[config.mk]
export PLATFORM = sky130hd
export DESIGN_NAME = mil1553_word_manchester_encoder
export DESIGN_NICKNAME = d
export VERILOG_FILES = /design/src/design/m1553_pkg.sv /design/src/design/m1553_enc.sv /design/src/design/m1553_ser.sv /design/src/design/mil1553_word_manchester_encoder.sv
export SDC_FILE = /design/constraint.sdc
export NUM_CORES = 1
export LEC_CHECK = 0
export ABC_AREA = 1
export BUFFER_PORTS_ARGS = -buffer_cell sky130_fd_sc_hd__buf_2
export CAP_MARGIN = 20
export CORE_MARGIN = 3
export CORE_UTILIZATION = 64
export CTS_CLUSTER_DIAMETER = 120
export DETAILED_ROUTE_END_ITERATION = 6
export PLACE_DENSITY_LB_ADDON = 0.1
export SYNTH_ARGS = -nofsm -noshare
export SYNTH_HDL_FRONTEND = slang
export SYNTH_HIERARCHICAL = 1
export SYNTH_SLANG_ARGS = --single-unit
[constraint.sdc]
create_clock -name i_clk -period 8.5 [get_ports i_clk]
set_clock_uncertainty 0.1 [all_clocks]
set_input_delay 1.7 -clock i_clk [delete_from_list [all_inputs] [get_ports i_clk]]
set_output_delay 1.7 -clock i_clk [all_outputs]
set_load 0.005 [all_outputs]
[src/design/m1553_pkg.sv]
// Shared constants and types for the 1553 word Manchester encoder.
// No dependencies; imported by every module of the block.
package m1553_pkg;

    localparam logic [1:0] SYM_H = 2'b01;
    localparam logic [1:0] SYM_L = 2'b10;

    localparam int FRAME_SYMBOLS = 40;
    localparam int SYMS_PER_WORD = 16;
    localparam int FRAME_WORDS   = 3;
    localparam int FRAME_BITS    = 2 * FRAME_SYMBOLS;
    localparam int OUT_BITS      = 2 * SYMS_PER_WORD;
    localparam int DATA_BITS     = 16;

    localparam logic [1:0] WORD_FIRST = 2'd0;
    localparam logic [1:0] WORD_FINAL = 2'(FRAME_WORDS - 1);

    localparam logic SYNC_CMD  = 1'b0;
    localparam logic SYNC_DATA = 1'b1;

    // Encoded frame handed from the encode stage to the serializer
    typedef struct packed {
        logic                  valid;
        logic [FRAME_BITS-1:0] frame;
    } t_frame;

endpackage

[src/design/m1553_enc.sv]
// Encode stage: sync, Manchester II data pairs and odd parity into a 40-symbol frame.
// Depends on m1553_pkg.
module m1553_enc
    import m1553_pkg::*;
(
    input  logic                 i_clk,
    input  logic                 i_rst_n,
    input  logic                 i_valid,
    input  logic                 i_sync_kind,
    input  logic [DATA_BITS-1:0] i_data_word,
    output t_frame               o_frame
);

    logic [FRAME_BITS-1:0] n_frame;
    logic [FRAME_BITS-1:0] r_frame;
    logic                  r_valid;
    logic                  parity;

    // Set when the word holds an even number of ones
    assign parity = ~^i_data_word;

    always_comb begin
        n_frame = '0;
        for (int s = 0; s < 3; s++) begin
            n_frame[2*s +: 2]     = (i_sync_kind == SYNC_CMD) ? SYM_H : SYM_L;
            n_frame[2*s + 6 +: 2] = (i_sync_kind == SYNC_CMD) ? SYM_L : SYM_H;
        end
        // Data MSB first, two symbols per bit
        for (int i = 0; i < DATA_BITS; i++) begin
            n_frame[12 + 4*i +: 4] = i_data_word[DATA_BITS-1-i] ? {SYM_L, SYM_H}
                                                                : {SYM_H, SYM_L};
        end
        n_frame[FRAME_BITS-4 +: 4] = parity ? {SYM_L, SYM_H} : {SYM_H, SYM_L};
    end

    always_ff @(posedge i_clk) begin
        if (!i_rst_n) begin
            r_valid <= 1'b0;
        end else begin
            r_valid <= i_valid;
        end
    end

    always_ff @(posedge i_clk) begin
        if (i_valid) begin
            r_frame <= n_frame;
        end
    end

    assign o_frame = '{valid: r_valid, frame: r_frame};

endmodule

[src/design/m1553_ser.sv]
// Serializer and output register: splits a frame into three 32-bit words.
// Depends on m1553_pkg.
module m1553_ser
    import m1553_pkg::*;
(
    input  logic                i_clk,
    input  logic                i_rst_n,
    input  t_frame              i_frame,
    output logic                o_strobe,
    output logic [OUT_BITS-1:0] o_symbol_word,
    output logic [1:0]          o_word_number,
    output logic                o_last_word
);

    localparam int REST_BITS = FRAME_BITS - OUT_BITS;

    logic                 r_strobe, n_strobe;
    logic [OUT_BITS-1:0]  r_out, n_out;
    logic [1:0]           r_num, n_num;
    logic [REST_BITS-1:0] r_rest, n_rest;

    always_comb begin
        n_strobe = 1'b0;
        n_out    = r_out;
        n_num    = r_num;
        n_rest   = r_rest;
        if (i_frame.valid) begin
            n_strobe = 1'b1;
            n_out    = i_frame.frame[OUT_BITS-1:0];
            n_num    = WORD_FIRST;
            n_rest   = i_frame.frame[FRAME_BITS-1:OUT_BITS];
        end else if (r_strobe && r_num != WORD_FINAL) begin
            // Advance to the next word; the last one gets zero upper bits
            n_strobe = 1'b1;
            n_out    = r_rest[OUT_BITS-1:0];
            n_num    = r_num + 2'd1;
            n_rest   = {{OUT_BITS{1'b0}}, r_rest[REST_BITS-1:OUT_BITS]};
        end
    end

    always_ff @(posedge i_clk) begin
        if (!i_rst_n) begin
            r_strobe <= 1'b0;
            r_num    <= WORD_FIRST;
        end else begin
            r_strobe <= n_strobe;
            r_num    <= n_num;
        end
    end

    always_ff @(posedge i_clk) begin
        r_out  <= n_out;
        r_rest <= n_rest;
    end

    assign o_strobe      = r_strobe;
    assign o_symbol_word = r_out;
    assign o_word_number = r_num;
    assign o_last_word   = (r_num == WORD_FINAL);

endmodule

[src/design/mil1553_word_manchester_encoder.sv]
// Top level of the 1553 word Manchester encoder: input stage and admission control.
// Depends on m1553_pkg, m1553_enc and m1553_ser.
//
// A word is taken when start is high and busy is low. The first of its three
// 32-bit symbol words then appears on the outputs with o_strobe, followed by the
// second and third on consecutive cycles, with no gaps; the receiver cannot hold
// results off, so they must be taken as they come. The output channel sends one
// symbol word per cycle, so a new input word waits until the serializer can take
// it: busy stays high after each accepted word until the hold counter is zero.
// The path is the input register, encode register and serializer output register.
module mil1553_word_manchester_encoder
    import m1553_pkg::*;
(
    input  logic                 i_clk,
    input  logic                 i_rst_n,
    input  logic                 start,
    output logic                 busy,
    input  logic                 i_sync_kind,
    input  logic [DATA_BITS-1:0] i_data_word,
    output logic                 o_strobe,
    output logic [OUT_BITS-1:0]  o_symbol_word,
    output logic [1:0]           o_word_number,
    output logic                 o_last_word
);

    logic                 accept;
    logic                 r_valid;
    logic                 r_sync_kind;
    logic [DATA_BITS-1:0] r_data_word;
    logic [1:0]           r_hold, n_hold;
    t_frame               frame;

    assign accept = start && !busy;
    assign busy   = (r_hold != 2'd0);

    // Hold off new items until the serializer has room
    always_comb begin
        n_hold = r_hold;
        if (accept) begin
            n_hold = 2'(FRAME_WORDS - 1);
        end else if (r_hold != 2'd0) begin
            n_hold = r_hold - 2'd1;
        end
    end

    always_ff @(posedge i_clk) begin
        if (!i_rst_n) begin
            r_hold  <= 2'd0;
            r_valid <= 1'b0;
        end else begin
            r_hold  <= n_hold;
            r_valid <= accept;
        end
    end

    always_ff @(posedge i_clk) begin
        if (accept) begin
            r_sync_kind <= i_sync_kind;
            r_data_word <= i_data_word;
        end
    end

    m1553_enc u_enc (
        .i_clk       (i_clk),
        .i_rst_n     (i_rst_n),
        .i_valid     (r_valid),
        .i_sync_kind (r_sync_kind),
        .i_data_word (r_data_word),
        .o_frame     (frame)
    );

    m1553_ser u_ser (
        .i_clk         (i_clk),
        .i_rst_n       (i_rst_n),
        .i_frame       (frame),
        .o_strobe      (o_strobe),
        .o_symbol_word (o_symbol_word),
        .o_word_number (o_word_number),
        .o_last_word   (o_last_word)
    );

    a_accept_busy: assert property (@(posedge i_clk) disable iff (!i_rst_n)
        accept |=> busy)
        else $error("busy not raised after an accepted item");

    a_accept_latency: assert property (@(posedge i_clk) disable iff (!i_rst_n)
        accept |-> ##3 (o_strobe && o_word_number == WORD_FIRST))
        else $error("first word did not appear three cycles after accept");

    a_word_sequence: assert property (@(posedge i_clk) disable iff (!i_rst_n)
        (o_strobe && !o_last_word) |=> (o_strobe && o_word_number == $past(o_word_number) + 2'd1))
        else $error("frame words not contiguous");

    a_no_overlap: assert property (@(posedge i_clk) disable iff (!i_rst_n)
        (frame.valid && o_strobe) |-> o_last_word)
        else $error("new frame arrived while a frame was still being sent");

    a_last_zero: assert property (@(posedge i_clk) disable iff (!i_rst_n)
        (o_strobe && o_last_word) |-> (o_symbol_word[OUT_BITS-1:FRAME_BITS-2*OUT_BITS] == '0))
        else $error("upper bits of the final word not zero");

endmodule
==> results of run 1 <==
metrics by stage:
step	worst slack, ps	area [sq um]	power [mW]	hold slack (ps)
floorplan	5413	5916	0.9112	324.6
global placement	5729	5928	0.9264	335.0
detailed placement	5693	5928	0.9333	356.2
CTS	5411	6470	1.589	366.2
global route	5348	6470	1.644	382.4
finish	5432	6470	1.577	359.3
placed cells by master (no fill, tap or decap), drive strengths merged:
| cell | Yosys | routed |
|---|---|---|
| a21oi | 3 | 3 |
| buf | 59 | 58 |
| bufinv | 0 | 1 |
| clkbuf | 0 | 19 |
| clkinv | 0 | 7 |
| clkinvlp | 0 | 3 |
| dfxtp | 7 | 7 |
| edfxtp | 133 | 133 |
| ha | 1 | 1 |
| inv | 63 | 65 |
| nand2 | 268 | 268 |
| nand3 | 5 | 5 |
| nor2 | 9 | 9 |
cell families after synthesis:
group | Yosys count | synth area share (%)
and+or+nand+nor | 282 | 18.34
buffers and inverters | 122 | 11.25
DFF | 140 | 69.88
AOI/OAI and AO/OA | 3 | 0.3173
adders and majority gates | 1 | 0.2115
registers in the layout, summed over array words and instances, names as in the netlist:
register and cells:
r_data_word 16, r_hold 2, r_sync_kind 1, r_valid 1
u_enc/r_frame 36, u_enc/r_valid 1, u_ser/o_strobe 1, u_ser/o_symbol_word 32
u_ser/o_word_number 2, u_ser/r_rest 48
power by group through the flow:
stage	logic (mW)	registers, mW	clock network [mW]
detailed placement	0.0960	0.837	0
global route	0.112	0.827	0.706
CTS	0.0965	0.823	0.669
global placement	0.0909	0.835	0
floorplan	0.0736	0.838	0
finish	0.0956	0.823	0.658
worst min path at each step:
stage | slack (ps) | to | from
after floorplan | 320 | r_hold[0] | r_hold[0]
after global placement | 340 | r_hold[0] | r_hold[0]
after detailed placement | 360 | r_hold[0] | r_hold[1]
after CTS | 370 | r_hold[0] | r_hold[1]
after global routing | 380 | r_hold[0] | r_hold[1]
final | 360 | r_hold[0] | r_hold[1]
cell type report:
class,count,area [sq um]
inverter,63,239.0
multi-input combinational,286,1124
sequential,140,4135
clock buffer,19,421.7
tap,108,135.1
timing repair buffer,58,295.3
fill,591,2379
clock inverter,13,120.1
worst max-delay path, delay by kind of cell, from the launching register on:
family,cells,cell delay (ps)
adder cells (fa/ha/maj),1,200
buffers and inverters,2,190
flip-flops,1,370
per-layer routing:
layer  wire [microns]  track usage, %  vias to the layer above  share of wire, %
li1                 -               -                     1722                 -
met1             3902           25.94                     1509                44
met2             4298           30.28                       99                49
met3              575           6.212                        6               6.5
met4               76           6.357                        0              0.86
met5                0               0                        -                 0
==> impl_metrics.py, run 1 <==
metrics = {
    "pwr": {
        "internal-power_mw": 1.224,
        "swShare_pct": 22.39,
        "p_per_area_nw_per_um2": 243.7,
        "p_leak_nw": 3.010,
        "p_sw_uw": 353.0,
        "pwr-share-comb_pct": 6.1,
        "p_seq_share_pct": 52.2,
        "irDropWorstVdd_v": 0.0001762,
        "power_frac_clock_pct": 41.8,
    },
    "yosys": {
        "ys_seq_elements": 140,
        "netlist_area_sq_um": 5916,
        "async_reset_ff_share_pct": 0,
        "synth_top_area_cell": "edfxtp_1",
        "syn_inst": 548,
        "syn_area_per_cell_sq_um": 10.80,
        "yosysWarnings": 6,
        "synth_area_leaders": "edfxtp_1 68%, nand2_1 17%, buf_4 6.3%",
        "ys_seq_area_share_pct": 69.88,
        "yosysMostFrequentCell": "nand2_1",
        "synthFlopType": "edfxtp_1",
        "synth_top_area_share_pct": 67.51,
        "synth_cell_type_count": 17,
        "synth_edf_count": 133,
        "synthesis.nets": 569,
        "synthTopCellsByCount": "265 x nand2_1, 133 x edfxtp_1, 56 x inv_1",
    },
    "critical_path": {
        "rrSetupSlack_ps": 5820,
        "end_kind": "output pin",
        "cp-endpoint": "o_last_word",
        "crit_fanout": 4,
        "cp_slowest_cell": "dfxtp_1",
        "worstSetupPathType": "reg -> out",
        "worstReg2RegStart": "u_enc/r_valid",
        "reg2reg_depth": 3,
        "max_stage_delay_ps": 370,
        "start_kind": "register",
        "r2r-end": "u_ser/r_rest[37]",
        "timing.critical_path.required_ps": 6700,
        "cp_cell_sequence": "inv_1, ha_1, buf_2",
        "critPathArrivalTime_ps": 1270,
        "setup.worst_path.start": "u_ser/o_word_number[0]",
    },
    "drt": {
        "drt_iter0_drc": 192,
        "vias": 3336,
        "wl_per_cell_microns": 12.89,
        "wl_microns": 8853,
        "viasPerCell": 4.856,
        "drc": 0,
        "dr.pass1.iters": 5,
        "final_antenna_net_count": 0,
    },
    "timing": {
        "layout_min_cycle_time_ps": 3068,
        "relSlewSlack_pct": 31.97,
        "rsz0062_at_grt": "false",
        "setup_viol": 0,
        "final.setup.tns_ps": 0,
        "maxSlewViolCount": 0,
        "max_freq_mhz": 325.9,
        "period_share_pct": 36.10,
        "worst_pin_slew_ps": 1020,
        "hold_viol_final": 0,
    },
    "place": {
        "routabilityCongestion": 0.7754,
        "io_buffers": 56,
        "place_inst": 655,
        "hpwl_microns": 5898,
    },
    "clock_tree": {
        "ctsHoldBuffers": 0,
        "htree_levels": 4,
        "cts_setup_buffers": 0,
        "clk_pin_slew_ps": 60,
        "cts_resized": 0,
        "cts.sinks": 140,
        "worstSkewPairLatency_ps": 520,
        "clk_path_buf_depth": 2,
        "clockRootBuffer": "clkbuf_8",
        "cts_buffers": 17,
        "cts_tree": "built",
    },
    "floorplan": {
        "die_x_microns": 102.1,
        "design.core.area_sq_um": 8848,
        "start_util_pct": 66.86,
        "die_h_microns": 102.1,
        "rows": 34,
        "die_area_sq_um": 10430,
        "io_pins": 57,
    },
    "cells_and_area": {
        "fin_nets": 587,
        "post-route-util_pct": 73.12,
        "antenna-diode-count": 0,
        "drive_above_1_share_pct": 18.13,
        "area_growth_pct": 9.370,
        "fin_cells": 687,
    },
    "grt": {
        "grt_antenna_before_repair": 0,
        "grt_pass1_wl_microns": 15050,
        "grt_max_degree": 83,
        "grt_overflow": 0,
        "grt_pass1_vias": 3212,
        "track_usage_pct": 19.31,
    },
    "min_path": {
        "min_path_cells": 2,
        "hold_path.class": "reg -> reg",
    },
    "outcome": {
        "outcome": "finished clean",
    },
    "flow_run": {
        "maxCapViolCount": 0,
    },
}
No activity file was read; power rests on OpenSTA's default activity.
==> run 2: changes to the inputs <==
ABC_AREA = 0   (was 1)
CORE_UTILIZATION = 60   (was 64)
clock period = 3.07 ns   (was 8.5 ns; I/O delays follow)
==> impl_metrics.py, run 2 <==
metrics = {
    "floorplan": {
        "start_util_pct": 62.56,
        "die_x_microns": 104.6,
        "die_h_microns": 104.6,
        "rows": 35,
        "die_area_sq_um": 10950,
        "design.core.area_sq_um": 9328,
        "io_pins": 57,
    },
    "drt": {
        "final_antenna_net_count": 0,
        "dr.pass1.iters": 4,
        "wl_microns": 7185,
        "vias": 2370,
        "drc": 0,
        "drt_iter0_drc": 128,
        "wl_per_cell_microns": 14.54,
        "viasPerCell": 4.798,
    },
    "place": {
        "io_buffers": 56,
        "hpwl_microns": 4520,
        "place_inst": 462,
        "routabilityCongestion": 0.7021,
    },
    "yosys": {
        "synth_top_area_cell": "edfxtp_1",
        "synthFlopType": "edfxtp_1",
        "syn_inst": 326,
        "synthTopCellsByCount": "133 x edfxtp_1, 48 x mux2_4, 45 x buf_4",
        "async_reset_ff_share_pct": 0,
        "synth_area_leaders": "edfxtp_1 68%, mux2_4 12%, buf_4 5.8%",
        "syn_area_per_cell_sq_um": 17.90,
        "synth_edf_count": 133,
        "ys_seq_elements": 140,
        "yosysMostFrequentCell": "edfxtp_1",
        "yosysWarnings": 6,
        "ys_seq_area_share_pct": 70.84,
        "synthesis.nets": 347,
        "netlist_area_sq_um": 5836,
        "synth_cell_type_count": 22,
        "synth_top_area_share_pct": 68.44,
    },
    "cells_and_area": {
        "antenna-diode-count": 0,
        "fin_nets": 373,
        "n_fill_cell": 620,
        "area_growth_pct": 10.83,
        "largest-register": "u_ser/r_rest",
        "mostFrequentLayoutCell": "edfxtp_1",
        "fin_cells": 494,
        "drive_above_1_share_pct": 39.73,
        "largest_reg_flops": 48,
        "layout_common_cells": "133 x edfxtp_1, 56 x buf_2, 48 x mux2_4",
    },
    "clock_tree": {
        "clk_path_buf_depth": 2,
        "htree_levels": 4,
        "cts_tree": "built",
        "clockRootBuffer": "clkbuf_8",
        "cts.sinks": 140,
        "ctsHoldBuffers": 0,
        "clk_pin_slew_ps": 60,
        "cts_buffers": 17,
        "cts_resized": 0,
        "worstSkewPairLatency_ps": 500,
        "cts_setup_buffers": 0,
    },
    "critical_path": {
        "worstSetupPathType": "reg -> reg",
        "start_kind": "register",
        "critPathArrivalTime_ps": 2200,
        "crit_fanout": 42,
        "timing.critical_path.required_ps": 3160,
        "end_kind": "register",
    },
    "grt": {
        "grt_max_degree": 44,
        "grt_pass1_wl_microns": 11460,
        "grt_pass1_vias": 2351,
        "grt_antenna_before_repair": 0,
        "grt_overflow": 0,
        "track_usage_pct": 13.91,
    },
    "timing": {
        "final.setup.tns_ps": 0,
        "relSlewSlack_pct": 60.38,
        "hold_viol_final": 0,
        "max_freq_mhz": 475.0,
        "period_share_pct": 68.57,
        "maxSlewViolCount": 0,
        "rsz0062_at_grt": "false",
        "layout_min_cycle_time_ps": 2105,
        "setup_viol": 0,
        "worst_pin_slew_ps": 594.4,
    },
    "pwr": {
        "irDropWorstVdd_v": 0.0004837,
        "p_leak_nw": 2.462,
        "p_per_area_nw_per_um2": 701.8,
    },
    "min_path": {
        "hold_path.class": "in -> reg",
    },
    "outcome": {
        "outcome": "finished clean",
    },
    "flow_run": {
        "maxCapViolCount": 0,
    },
}
==> run 2: cell families (layout without fill, tap and decap cells) <==
group	count (synthesis)	count (layout)	synth area share, %
flops	140	140	70.84
buf+inv	73	112	9.026
mux	48	48	12.35
simple gates	45	45	4.738
xor+xnor	17	17	2.552
compound gates	2	2	0.2788
fa+ha+maj	1	1	0.2144
==> run 2: layout make-up <==
class	instances	area [sq um]	area share, %
Clock inverter	14	171.4	2.650
Multi-Input combinational cell	113	1177	18.20
Clock buffer	18	417.9	6.462
Timing Repair Buffer	61	330.3	5.107
Tap cell	129	161.4	2.496
Sequential cell	140	4138	63.98
Inverter	19	71.32	1.103
==> run 2: worst max-delay path, cell delays in order, from the launching register on <==
cell and delay, ps:
dfxtp_1 370, inv_1 60, ha_1 210, nor2b_2 190, or2_4 540, buf_12 300
==> run 2: final timing paths <==
path,startpoint,endpoint,slack (ps),cells after the start
max,u_ser/o_word_number[0],u_ser/r_rest[18],960,5
min,i_data_word[5],r_data_word[5],180,1
max reg2reg,u_ser/o_word_number[0],u_ser/r_rest[18],960,5
min reg2reg,r_hold[1],r_hold[1],390,2
==> run 2: through the flow <==
stage,hold slack (ps),power (mW),instance area (sq um),utilization (%),setup WS (ps)
6_report,184.9,4.539,6467,69.34,964.9
3_5_place_dp,377.3,2.601,5878,63.02,941.7
4_1_cts,158.5,4.583,6467,69.34,943.9
3_3_place_gp,367.3,2.589,5878,63.02,1025
2_1_floorplan,326.4,2.555,5836,-,704.3
5_1_grt,155.6,4.698,6467,69.34,848.0
==> run 2: where the power goes <==
group	leakage, nW	switching [mW]	internal (mW)
combinational	0.870	0.135	0.144
sequential	1.32	0.0467	2.23
clock	0.271	0.747	1.24
==> run 2: per-layer routing <==
layer	vias up	wire length, microns	track usage (%)
met4	0	87	7.029
met2	62	3740	23.48
li1	1163	-	-
met1	1135	2990	16.16
met3	10	367	4.200
met5	-	0	0
